===== config.mk =====
export PLATFORM = sky130hd
export DESIGN_NAME = crossfade_fader_mixer
export DESIGN_NICKNAME = d
export VERILOG_FILES = /design/src/cfm_pkg.sv /design/src/cfm_regs.sv /design/src/cfm_deadband.sv /design/src/crossfade_fader_mixer.sv
export VERILOG_INCLUDE_DIRS = /design/src /design/src/src
export SDC_FILE = /design/constraint.sdc
export NUM_CORES = 2
export LEC_CHECK = 0
export BUFFER_PORTS_ARGS = -buffer_cell sky130_fd_sc_hd__buf_4
export CAP_MARGIN = 20
export CORE_ASPECT_RATIO = 1.75
export CORE_MARGIN = 4
export CORE_UTILIZATION = 60
export CTS_BUF_LIST = sky130_fd_sc_hd__clkbuf_16
export DETAILED_ROUTE_END_ITERATION = 8
export PLACE_DENSITY_LB_ADDON = 0.1
export SYNTH_ARGS = -nofsm -noshare
export SYNTH_HDL_FRONTEND = slang
export SYNTH_HIERARCHICAL = 1
export SYNTH_SLANG_ARGS = --single-unit

===== constraint.sdc =====
create_clock -name clk_i -period 21 [get_ports clk_i]
set_clock_uncertainty 0.2 [all_clocks]
set_input_delay 4.2 -clock clk_i [delete_from_list [all_inputs] [get_ports clk_i]]
set_output_delay 4.2 -clock clk_i [all_outputs]
set_load 0.01 [all_outputs]

===== src/crossfade_fader_mixer_assert.svh =====
// Assertion macros for the crossfade fader mixer RTL.
// Used by cfm_deadband and crossfade_fader_mixer; expects clk_i and rst_ni in scope.
`ifndef CROSSFADE_FADER_MIXER_ASSERT_SVH
`define CROSSFADE_FADER_MIXER_ASSERT_SVH
`ifndef SYNTHESIS
// same-cycle implication
`define CFM_ASSERT_IMP(lbl, ante, cons, msg) \
  lbl: assert property (@(posedge clk_i) disable iff (!rst_ni) (ante) |-> (cons)) \
    else $error(msg);
// next-cycle implication
`define CFM_ASSERT_NXT(lbl, ante, cons, msg) \
  lbl: assert property (@(posedge clk_i) disable iff (!rst_ni) (ante) |=> (cons)) \
    else $error(msg);
`else
`define CFM_ASSERT_IMP(lbl, ante, cons, msg)
`define CFM_ASSERT_NXT(lbl, ante, cons, msg)
`endif
`endif


===== src/cfm_pkg.sv =====
`timescale 1ns / 1ps
// Shared types and constants of the crossfade fader mixer.
// No dependencies; imported by every module of the block.
package cfm_pkg;

  localparam int FRAC_BITS = 16;
  localparam int FRAC_W    = FRAC_BITS + 1;
  localparam int TOL_W     = 11;
  localparam int MODE_W    = 2;
  localparam int LEVEL_W   = 7;
  localparam int M1_W      = 24;
  localparam int PROD_W    = FRAC_W + M1_W;
  localparam int DIV_STEPS = FRAC_BITS + 1;
  localparam int CNT_W     = $clog2(DIV_STEPS);

  localparam logic [FRAC_W-1:0]  ONE_FRAC  = FRAC_W'(1) << FRAC_BITS;
  localparam logic [LEVEL_W-1:0] LEVEL_MAX = LEVEL_W'(100);
  localparam logic [M1_W-1:0]    PCT_SCALE = M1_W'(100);

  localparam logic [TOL_W-1:0] TOL_RESET = TOL_W'(205);

  // mix modes; the unused code behaves as the keyer
  localparam logic [MODE_W-1:0] MODE_BLEND    = 2'd0;
  localparam logic [MODE_W-1:0] MODE_ADDITIVE = 2'd1;
  localparam logic [MODE_W-1:0] MODE_KEYER    = 2'd2;

  localparam logic WIN_A = 1'b0;
  localparam logic WIN_B = 1'b1;

  typedef enum logic [1:0] {
    REG_MIX_MODE,
    REG_XFADE_TOL,
    REG_FADEUP_TOL
  } reg_idx_e;

  typedef struct packed {
    logic [MODE_W-1:0] mix_mode;
    logic [TOL_W-1:0]  xfade_tol;
    logic [TOL_W-1:0]  fadeup_tol;
  } cfg_t;

  typedef struct packed {
    logic             start;
    logic [TOL_W-1:0] tol;
  } db_req_t;

  typedef struct packed {
    logic              done;
    logic [FRAC_W-1:0] frac;
  } db_rsp_t;

endpackage


===== src/cfm_regs.sv =====
`timescale 1ns / 1ps
// APB register file: mix mode and the two dead-band tolerances.
// Depends on cfm_pkg.
module cfm_regs (
  input  logic          clk_i,
  input  logic          rst_ni,
  input  logic          psel,
  input  logic          penable,
  input  logic          pwrite,
  input  logic [3:0]    paddr,
  input  logic [31:0]   pwdata,
  output logic [31:0]   prdata,
  output logic          pready,
  output cfm_pkg::cfg_t cfg_o
);
  import cfm_pkg::*;

  cfg_t     cfg_q;
  reg_idx_e idx;
  logic     wr_en;

  assign idx    = reg_idx_e'(paddr[3:2]);
  assign wr_en  = psel && penable && pwrite;
  assign pready = 1'b1;
  assign cfg_o  = cfg_q;

  // register writes
  always_ff @(posedge clk_i or negedge rst_ni) begin
    if (!rst_ni) begin
      cfg_q.mix_mode   <= MODE_BLEND;
      cfg_q.xfade_tol  <= TOL_RESET;
      cfg_q.fadeup_tol <= TOL_RESET;
    end else if (wr_en) begin
      unique case (idx)
        REG_MIX_MODE:   cfg_q.mix_mode   <= pwdata[MODE_W-1:0];
        REG_XFADE_TOL:  cfg_q.xfade_tol  <= pwdata[TOL_W-1:0];
        REG_FADEUP_TOL: cfg_q.fadeup_tol <= pwdata[TOL_W-1:0];
        default: ;
      endcase
    end
  end

  // read mux
  always_comb begin
    unique case (idx)
      REG_MIX_MODE:   prdata = 32'(cfg_q.mix_mode);
      REG_XFADE_TOL:  prdata = 32'(cfg_q.xfade_tol);
      REG_FADEUP_TOL: prdata = 32'(cfg_q.fadeup_tol);
      default:        prdata = '0;
    endcase
  end

endmodule


===== src/cfm_deadband.sv =====
`timescale 1ns / 1ps
// Dead band and rescale of one converter count to a 17-bit fraction.
// Restoring divider, one quotient bit per cycle. Depends on cfm_pkg.
`include "crossfade_fader_mixer_assert.svh"
module cfm_deadband #(
  parameter int SAMPLE_BITS = 12
) (
  input  logic                   clk_i,
  input  logic                   rst_ni,
  input  cfm_pkg::db_req_t       req_i,
  input  logic [SAMPLE_BITS:0]   count_i,
  output cfm_pkg::db_rsp_t       rsp_o
);
  import cfm_pkg::*;

  localparam int VW = ((SAMPLE_BITS + 1 > TOL_W) ? SAMPLE_BITS + 1 : TOL_W) + 1;
  localparam logic [VW-1:0] FULL = VW'(2 ** SAMPLE_BITS);

  typedef enum logic [1:0] {D_IDLE, D_CHECK, D_DIV} db_state_e;

  db_state_e         state_q;
  logic [VW-1:0]     c_q, tol_q, r_q, d_q;
  logic [FRAC_W-1:0] q_q;
  logic [CNT_W-1:0]  cnt_q;
  logic              done_q;

  logic          below, above, empty, take;
  logic [VW-1:0] rem;

  // end checks of the band
  assign below = c_q < tol_q;
  assign above = (c_q + tol_q) > FULL;
  assign empty = FULL <= (tol_q << 1);

  // one compare and subtract step
  assign take = r_q >= d_q;
  assign rem  = take ? (r_q - d_q) : r_q;

  always_ff @(posedge clk_i or negedge rst_ni) begin
    if (!rst_ni) begin
      state_q <= D_IDLE;
      c_q     <= '0;
      tol_q   <= '0;
      r_q     <= '0;
      d_q     <= '0;
      q_q     <= '0;
      cnt_q   <= '0;
      done_q  <= 1'b0;
    end else begin
      done_q <= 1'b0;
      unique case (state_q)
        D_IDLE: begin
          if (req_i.start) begin
            c_q     <= VW'(count_i);
            tol_q   <= VW'(req_i.tol);
            state_q <= D_CHECK;
          end
        end
        D_CHECK: begin
          if (below) begin
            q_q     <= '0;
            done_q  <= 1'b1;
            state_q <= D_IDLE;
          end else if (above) begin
            q_q     <= ONE_FRAC;
            done_q  <= 1'b1;
            state_q <= D_IDLE;
          end else if (empty) begin
            q_q     <= '0;
            done_q  <= 1'b1;
            state_q <= D_IDLE;
          end else begin
            r_q     <= c_q - tol_q;
            d_q     <= FULL - (tol_q << 1);
            q_q     <= '0;
            cnt_q   <= '0;
            state_q <= D_DIV;
          end
        end
        D_DIV: begin
          q_q <= {q_q[FRAC_W-2:0], take};
          r_q <= rem << 1;
          if (cnt_q == CNT_W'(DIV_STEPS - 1)) begin
            done_q  <= 1'b1;
            state_q <= D_IDLE;
          end else begin
            cnt_q <= cnt_q + CNT_W'(1);
          end
        end
        default: state_q <= D_IDLE;
      endcase
    end
  end

  assign rsp_o.done = done_q;
  assign rsp_o.frac = q_q;

  `CFM_ASSERT_IMP(a_db_start_idle, req_i.start, state_q == D_IDLE, "deadband started while busy")
  `CFM_ASSERT_IMP(a_db_frac_range, rsp_o.done, rsp_o.frac <= ONE_FRAC, "fraction above 1.0")
  `CFM_ASSERT_NXT(a_db_done_pulse, rsp_o.done, !rsp_o.done, "done held longer than a cycle")

endmodule


===== src/crossfade_fader_mixer.sv =====
`timescale 1ns / 1ps
// Top level of the crossfade fader mixer: sequencer, shared multiplier, result buffer.
// Depends on cfm_pkg, cfm_regs and cfm_deadband.
//
// Usage:
//   s_axis carries one control-surface scan per request: tdata holds the
//   crossfader and fade-to-black samples, tuser the two tap buttons.
//   m_axis carries level updates: tdata holds the level, tuser the window,
//   tlast marks the last update of a scan. A scan gives zero to two updates.
//   APB mix mode and two tolerances: user must write them only while idle, unchecked.
// Timing:
//   s_axis_tready is high only between scans. A scan runs through two passes
//   of the shared dead-band divider (check, then divide; no divide when the
//   sample is inside an end band or the band is empty; the crossfader pass
//   skipped while a tap is held), the S_MUL_FU, S_MUL_A and S_MUL_B steps of
//   the shared 17x24 multiplier and the S_DECIDE state, then one update per
//   cycle while m_axis_tready is high.
// Reset: levels clear to 0, tap history clears, registers take their defaults.
// Stall: while m_axis_tready is low the pending update holds and no new scan
//   is taken.
`include "crossfade_fader_mixer_assert.svh"
module crossfade_fader_mixer #(
  parameter int SAMPLE_BITS = 12
) (
  input  logic clk_i,
  input  logic rst_ni,
  // tdata: crossfade_sample, fade_sample, zero pad
  input  logic [((2*SAMPLE_BITS+7)/8)*8-1:0] s_axis_tdata,
  // tuser: tap_left, tap_right
  input  logic [1:0]  s_axis_tuser,
  input  logic        s_axis_tvalid,
  output logic        s_axis_tready,
  // tdata: fade_level, zero pad
  output logic [7:0]  m_axis_tdata,
  // tuser: window_select
  output logic        m_axis_tuser,
  output logic        m_axis_tlast,
  output logic        m_axis_tvalid,
  input  logic        m_axis_tready,
  input  logic        psel,
  input  logic        penable,
  input  logic        pwrite,
  input  logic [3:0]  paddr,
  input  logic [31:0] pwdata,
  output logic [31:0] prdata,
  output logic        pready
);
  import cfm_pkg::*;

  localparam logic [SAMPLE_BITS:0] FULL_COUNT = (SAMPLE_BITS+1)'(2 ** SAMPLE_BITS);

  typedef enum logic [3:0] {
    S_IDLE, S_DBX_GO, S_DBX_WAIT, S_DBF_GO, S_DBF_WAIT,
    S_MUL_FU, S_MUL_A, S_MUL_B, S_DECIDE, S_EMIT
  } seq_state_e;

  cfg_t    cfg;
  db_req_t db_req;
  db_rsp_t db_rsp;
  logic [SAMPLE_BITS:0] db_count;

  seq_state_e             state_q;
  logic [SAMPLE_BITS-1:0] xs_q, fs_q;
  logic [FRAC_W-1:0]      x_q, fu_q;
  logic [M1_W-1:0]        m1_q;
  logic [PROD_W-1:0]      prod_q;
  logic [LEVEL_W-1:0]     na_q, level_a_q, level_b_q;
  logic                   left_first_q;
  logic                   res_win_q [2];
  logic [LEVEL_W-1:0]     res_lvl_q [2];
  logic                   two_q, idx_q;

  logic [FRAC_W-1:0]  inv, mul_a;
  logic [M1_W-1:0]    mul_b;
  logic [PROD_W-1:0]  prod_d;
  logic [LEVEL_W-1:0] nb;
  logic               a_chg, b_chg, a_lead, tap_l, tap_r, in_acc, out_acc;

  cfm_regs u_regs (
    .clk_i   (clk_i),
    .rst_ni  (rst_ni),
    .psel    (psel),
    .penable (penable),
    .pwrite  (pwrite),
    .paddr   (paddr),
    .pwdata  (pwdata),
    .prdata  (prdata),
    .pready  (pready),
    .cfg_o   (cfg)
  );

  // one dead-band unit, shared by both samples
  assign db_req.start = (state_q == S_DBX_GO) || (state_q == S_DBF_GO);
  assign db_req.tol   = (state_q == S_DBX_GO) ? cfg.xfade_tol : cfg.fadeup_tol;
  assign db_count     = (state_q == S_DBX_GO) ? (FULL_COUNT - {1'b0, xs_q})
                                              : {1'b0, fs_q};

  cfm_deadband #(.SAMPLE_BITS(SAMPLE_BITS)) u_deadband (
    .clk_i   (clk_i),
    .rst_ni  (rst_ni),
    .req_i   (db_req),
    .count_i (db_count),
    .rsp_o   (db_rsp)
  );

  assign inv     = ONE_FRAC - x_q;
  assign tap_l   = s_axis_tuser[0];
  assign tap_r   = s_axis_tuser[1];
  assign in_acc  = s_axis_tvalid && s_axis_tready;
  assign out_acc = m_axis_tvalid && m_axis_tready;

  // shared multiplier operand select
  always_comb begin
    case (state_q)
      S_MUL_FU: begin
        mul_a = fu_q;
        mul_b = PCT_SCALE;
      end
      S_MUL_A: begin
        mul_a = inv;
        mul_b = prod_q[M1_W-1:0];
      end
      default: begin
        mul_a = x_q;
        mul_b = m1_q;
      end
    endcase
  end
  assign prod_d = mul_a * mul_b;

  // new B level by mode
  always_comb begin
    if (cfg.mix_mode == MODE_BLEND && fu_q == ONE_FRAC) begin
      nb = LEVEL_MAX;
    end else if (cfg.mix_mode == MODE_BLEND || cfg.mix_mode == MODE_ADDITIVE) begin
      nb = prod_q[2*FRAC_BITS +: LEVEL_W];
    end else begin
      nb = m1_q[FRAC_BITS +: LEVEL_W];
    end
  end

  // change detection and order: higher level first
  assign a_chg  = na_q != level_a_q;
  assign b_chg  = nb != level_b_q;
  assign a_lead = a_chg && ((na_q >= nb) || !b_chg);

  // sequencer
  always_ff @(posedge clk_i or negedge rst_ni) begin
    if (!rst_ni) begin
      state_q      <= S_IDLE;
      xs_q         <= '0;
      fs_q         <= '0;
      x_q          <= '0;
      fu_q         <= '0;
      m1_q         <= '0;
      prod_q       <= '0;
      na_q         <= '0;
      level_a_q    <= '0;
      level_b_q    <= '0;
      left_first_q <= 1'b0;
      res_win_q[0] <= WIN_A;
      res_win_q[1] <= WIN_A;
      res_lvl_q[0] <= '0;
      res_lvl_q[1] <= '0;
      two_q        <= 1'b0;
      idx_q        <= 1'b0;
    end else begin
      unique case (state_q)
        S_IDLE: begin
          if (in_acc) begin
            xs_q    <= s_axis_tdata[SAMPLE_BITS-1:0];
            fs_q    <= s_axis_tdata[2*SAMPLE_BITS-1:SAMPLE_BITS];
            state_q <= S_DBF_GO;
            // taps override the crossfader; newer press wins
            if (tap_l && tap_r) begin
              x_q <= left_first_q ? ONE_FRAC : '0;
            end else if (tap_l) begin
              x_q          <= '0;
              left_first_q <= 1'b1;
            end else if (tap_r) begin
              x_q          <= ONE_FRAC;
              left_first_q <= 1'b0;
            end else begin
              state_q <= S_DBX_GO;
            end
          end
        end
        S_DBX_GO: state_q <= S_DBX_WAIT;
        S_DBX_WAIT: begin
          if (db_rsp.done) begin
            x_q     <= db_rsp.frac;
            state_q <= S_DBF_GO;
          end
        end
        S_DBF_GO: state_q <= S_DBF_WAIT;
        S_DBF_WAIT: begin
          if (db_rsp.done) begin
            fu_q    <= ONE_FRAC - db_rsp.frac;
            state_q <= S_MUL_FU;
          end
        end
        S_MUL_FU: begin
          prod_q  <= prod_d;
          state_q <= S_MUL_A;
        end
        S_MUL_A: begin
          m1_q    <= prod_q[M1_W-1:0];
          prod_q  <= prod_d;
          state_q <= S_MUL_B;
        end
        S_MUL_B: begin
          na_q    <= prod_q[2*FRAC_BITS +: LEVEL_W];
          prod_q  <= prod_d;
          state_q <= S_DECIDE;
        end
        S_DECIDE: begin
          if (a_chg) level_a_q <= na_q;
          if (b_chg) level_b_q <= nb;
          if (a_chg || b_chg) begin
            res_win_q[0] <= a_lead ? WIN_A : WIN_B;
            res_lvl_q[0] <= a_lead ? na_q : nb;
            res_win_q[1] <= a_lead ? WIN_B : WIN_A;
            res_lvl_q[1] <= a_lead ? nb : na_q;
            two_q        <= a_chg && b_chg;
            idx_q        <= 1'b0;
            state_q      <= S_EMIT;
          end else begin
            state_q <= S_IDLE;
          end
        end
        S_EMIT: begin
          if (m_axis_tready) begin
            if (m_axis_tlast) begin
              state_q <= S_IDLE;
            end else begin
              idx_q <= 1'b1;
            end
          end
        end
        default: state_q <= S_IDLE;
      endcase
    end
  end

  // stream outputs
  assign s_axis_tready = state_q == S_IDLE;
  assign m_axis_tvalid = state_q == S_EMIT;
  assign m_axis_tdata  = {1'b0, res_lvl_q[idx_q]};
  assign m_axis_tuser  = res_win_q[idx_q];
  assign m_axis_tlast  = !two_q || idx_q;

  `CFM_ASSERT_IMP(a_one_scan, m_axis_tvalid, !s_axis_tready, "scan taken while updates pending")
  `CFM_ASSERT_IMP(a_level_range, m_axis_tvalid, m_axis_tdata <= 8'(LEVEL_MAX), "level above 100")
  `CFM_ASSERT_NXT(a_second_follows, out_acc && !m_axis_tlast, m_axis_tvalid, "second update lost")

endmodule

==> out/results.ini <==
[clocking]
holdBufCountCts=0
cts_buffers=24
ctsResizeCount=0
clock_latency_ps=570
cts_buffer_depth=3
clock_sinks=256
clk_pin_slew_ps=70
cts_tree=done
htreeDepth=1
post_cts_buffers=0
cts_root_buffer=clkbuf_16

[logic_synthesis]
avgSynthCellArea_um2=8.817
async_flop_share_pct=100.0
yosys_warnings=6
synthAdderAreaFrac_pct=30.92
synth_xor_area_share_pct=2.760
synth-edff-count=0
yosysUniqueCellTypes=97
synth_top_family_by_area=adder cells
synthFlopType=dfrtp_1
synth_mux_area_share_pct=6.901
synthTopCellsByArea=fa_1 (24%), dfrtp_1 (22%), nand2_1 (7.8%)
netlist_area_um2=27740
yosysTopAreaCell=fa_1
synth_top_cell_area_share_pct=23.89
yosys.area_share.simple_pct=16.65
ys_ff_latch=256
synth_cells=3146
synth-seq-area-share_pct=23.14
synth_compound_area_share_pct=9.928

[place]
place_congestion=0.9856
port_buffers=67
dp_hpwl_um=62660

[setup_path]
crit_fanout=9
crit_arrival_ps=5540
worstPathRequired_ps=16600
worstSetupPathType=input pin to output port
start_kind=input pin
end_kind=output port

[outcome]
status=finished clean

[floorplanning]
die_w_um=170.5
dieArea_um2=49870
num_rows=104
start_util_pct=60.39
fp.dieH_um=292.4
pin_count=114
core_area_um2=45930

[global_routing]
grtUsageTotal_pct=32.05
grt_pass1_vias=23690
grt-ovfl-total=0
grt_pass1_wl_um=124300
antenna_found_initial=0
grt_start_max_net_pins=121

[sta]
hold_ws_ps=275.7
fmax_ghz=0.1006
worstMarginPinSlew_ps=1270
tns_ps=0
drv_slew=0
min_period_ps=9944
setup_violations=0
fin_crit_sh_pct=47.35
relSlewSlack_pct=15.15
hold_viol_final=0
rsz0062_at_grt=no

[routing]
vias=21880
drtIter0Drc=985
ant_nets=0
post_drt_wl_per_cell_um=21.02
drt-vias-per-instance=5.862
first_pass_iters=5
wirelength_um=78460
drc=0

[pwr]
p_leak_uw=0.01460
vdd_ir_drop_max_uv=124.5
p_per_area_nw_per_um2=120.9

[layout]
syn_to_final_growth_pct=6.216
insertedDiodeCount=0
drive_gt1_share_pct=10.38
fin_nets=3689

[run]
maxCapViolCount=0

[min_path]
hold_class=flop to flop

==> cell usage after synthesis, drive strengths merged (12+ instances only) <==
| library cell | instances |
|---|---|
| xor2 | 42 |
| a21o | 17 |
| a21boi | 20 |
| clkbuf | 109 |
| ha | 156 |
| nor4 | 18 |
| and2 | 38 |
| nor3 | 42 |
| nor2b | 17 |
| inv | 491 |
| mux2i | 45 |
| nand4 | 17 |
| o21ai | 158 |
| nor2 | 204 |
| buf | 64 |
| o31ai | 12 |
| a21oi | 101 |
| fa | 331 |
| xnor2 | 42 |
| or3 | 17 |
| nand2 | 577 |
| o22ai | 21 |
| nand3 | 51 |
| a22o | 14 |
| dfrtp | 246 |
| nand2b | 16 |
| mux2 | 125 |
==> final cells by class <==
cell class                      count  area, µm²
Multi-Input combinational cell   2246      18790
Fill cell                        3978      16470
Sequential cell                   256       6419
Inverter                          491       1843
Timing Repair Buffer              114      918.4
Tap cell                          583      729.5
Clock buffer                       24      600.6
Clock inverter                     19      167.7
==> critical path, cell delays in order <==
cell     delay, ps
buf_4          130
nor2b_1        770
a22o_1         310
buf_4          130
==> placed cells by master, fill, tap and decap left out, types with 12 or more instances in the layout <==
cell / n
nand3_1: 50
a22o_1: 14
nand2b_1: 16
conb_1: 23
o21ai_1: 14
nor2b_1: 17
xor2_1: 42
o21ai_0: 140
xnor2_1: 41
nor4_1: 15
clkbuf_16: 24
a21oi_1: 93
a21o_1: 17
o22ai_1: 21
a21boi_0: 16
buf_4: 109
dfrtp_1: 246
mux2_4: 15
mux2_2: 110
fa_1: 331
inv_1: 497
nand2_1: 576
o31ai_1: 12
mux2i_1: 45
and2_1: 38
or3_1: 14
nor3_1: 39
nor2_1: 202
ha_1: 156
nand4_1: 17
==> where the power goes <==
| group | total, µW | internal [µW] | switching, µW | leakage [µW] |
|---|---|---|---|---|
| Combinational | 2310 | 849 | 1460 | 0.0109 |
| Sequential | 818 | 648 | 170 | 0.00333 |
| Clock | 437 | 235 | 202 | 0.000396 |
| Total | 3560 | 1730 | 1830 | 0.0146 |
==> through the flow <==
stage / std cells / worst slack [ps] / power (µW) / cell area, µm² / util [%]
finish: 3733 / 11060 / 3561 / 29460 / 64.14
global route: 3733 / 11050 / 3834 / 29460 / 64.14
CTS: 3729 / 11090 / 3552 / 29380 / 63.96
detailed placement: 3686 / 11090 / 3095 / 28610 / 62.28
global placement: 3685 / 11090 / 3045 / 28600 / 62.27
floorplan: 3166 / 11590 / 2395 / 27810 / -
==> layer usage <==
metal / GRT usage (%) / share of wire [%]
met1: 30.42 / 31
met2: 61.80 / 56
met4: 22.90 / 9.2
met5: 0 / 0
met3: 3.605 / 4.1
==> path summary, 6_finish.rpt <==
path                            startpoint             endpoint  slack, ps  cells after the start
worst max-delay path              paddr[2]            prdata[3]      11060                      4
worst min-delay path             prod_q[1]            prod_q[1]        280                      2
worst max register to register  state_q[2]           prod_q[34]      11820                     24
worst min register to register   prod_q[1]            prod_q[1]        280                      2
max in group asynchronous           rst_ni              m1_q[7]      14790                      3
min in group asynchronous           rst_ni  u_deadband/cnt_q[3]       3530                      1
==> cells by family (layout without fill, tap and decap cells) <==
group	Yosys count	in the layout
adder cells (fa/ha/maj)	487	487
AND/OR/NAND/NOR	1045	1045
multiplexers	170	170
flip-flops	256	256
AO/OA/AOI/OAI	436	436
XOR/XNOR	85	85
other	3	23
buffers and inverters	664	648
==> flip-flops by register name, summed over array words and instances, names as in the netlist <==
signal / count
idx_q: 1
fs_q: 12
u_deadband/q_q: 17
two_q: 1
u_deadband/done_q: 1
u_deadband/r_q: 14
u_deadband/c_q: 13
u_deadband/d_q: 12
fu_q: 17
state_q: 4
u_deadband/cnt_q: 5
x_q: 17
xs_q: 12
level_a_q: 7
prod_q: 31
na_q: 7
res_win_q: 2
left_first_q: 1
u_regs/cfg_o: 24
u_deadband/state_q: 2
u_deadband/tol_q: 11
m1_q: 24
level_b_q: 7
res_lvl_q: 14
Note: power is estimated with default switching activity, not from simulation.
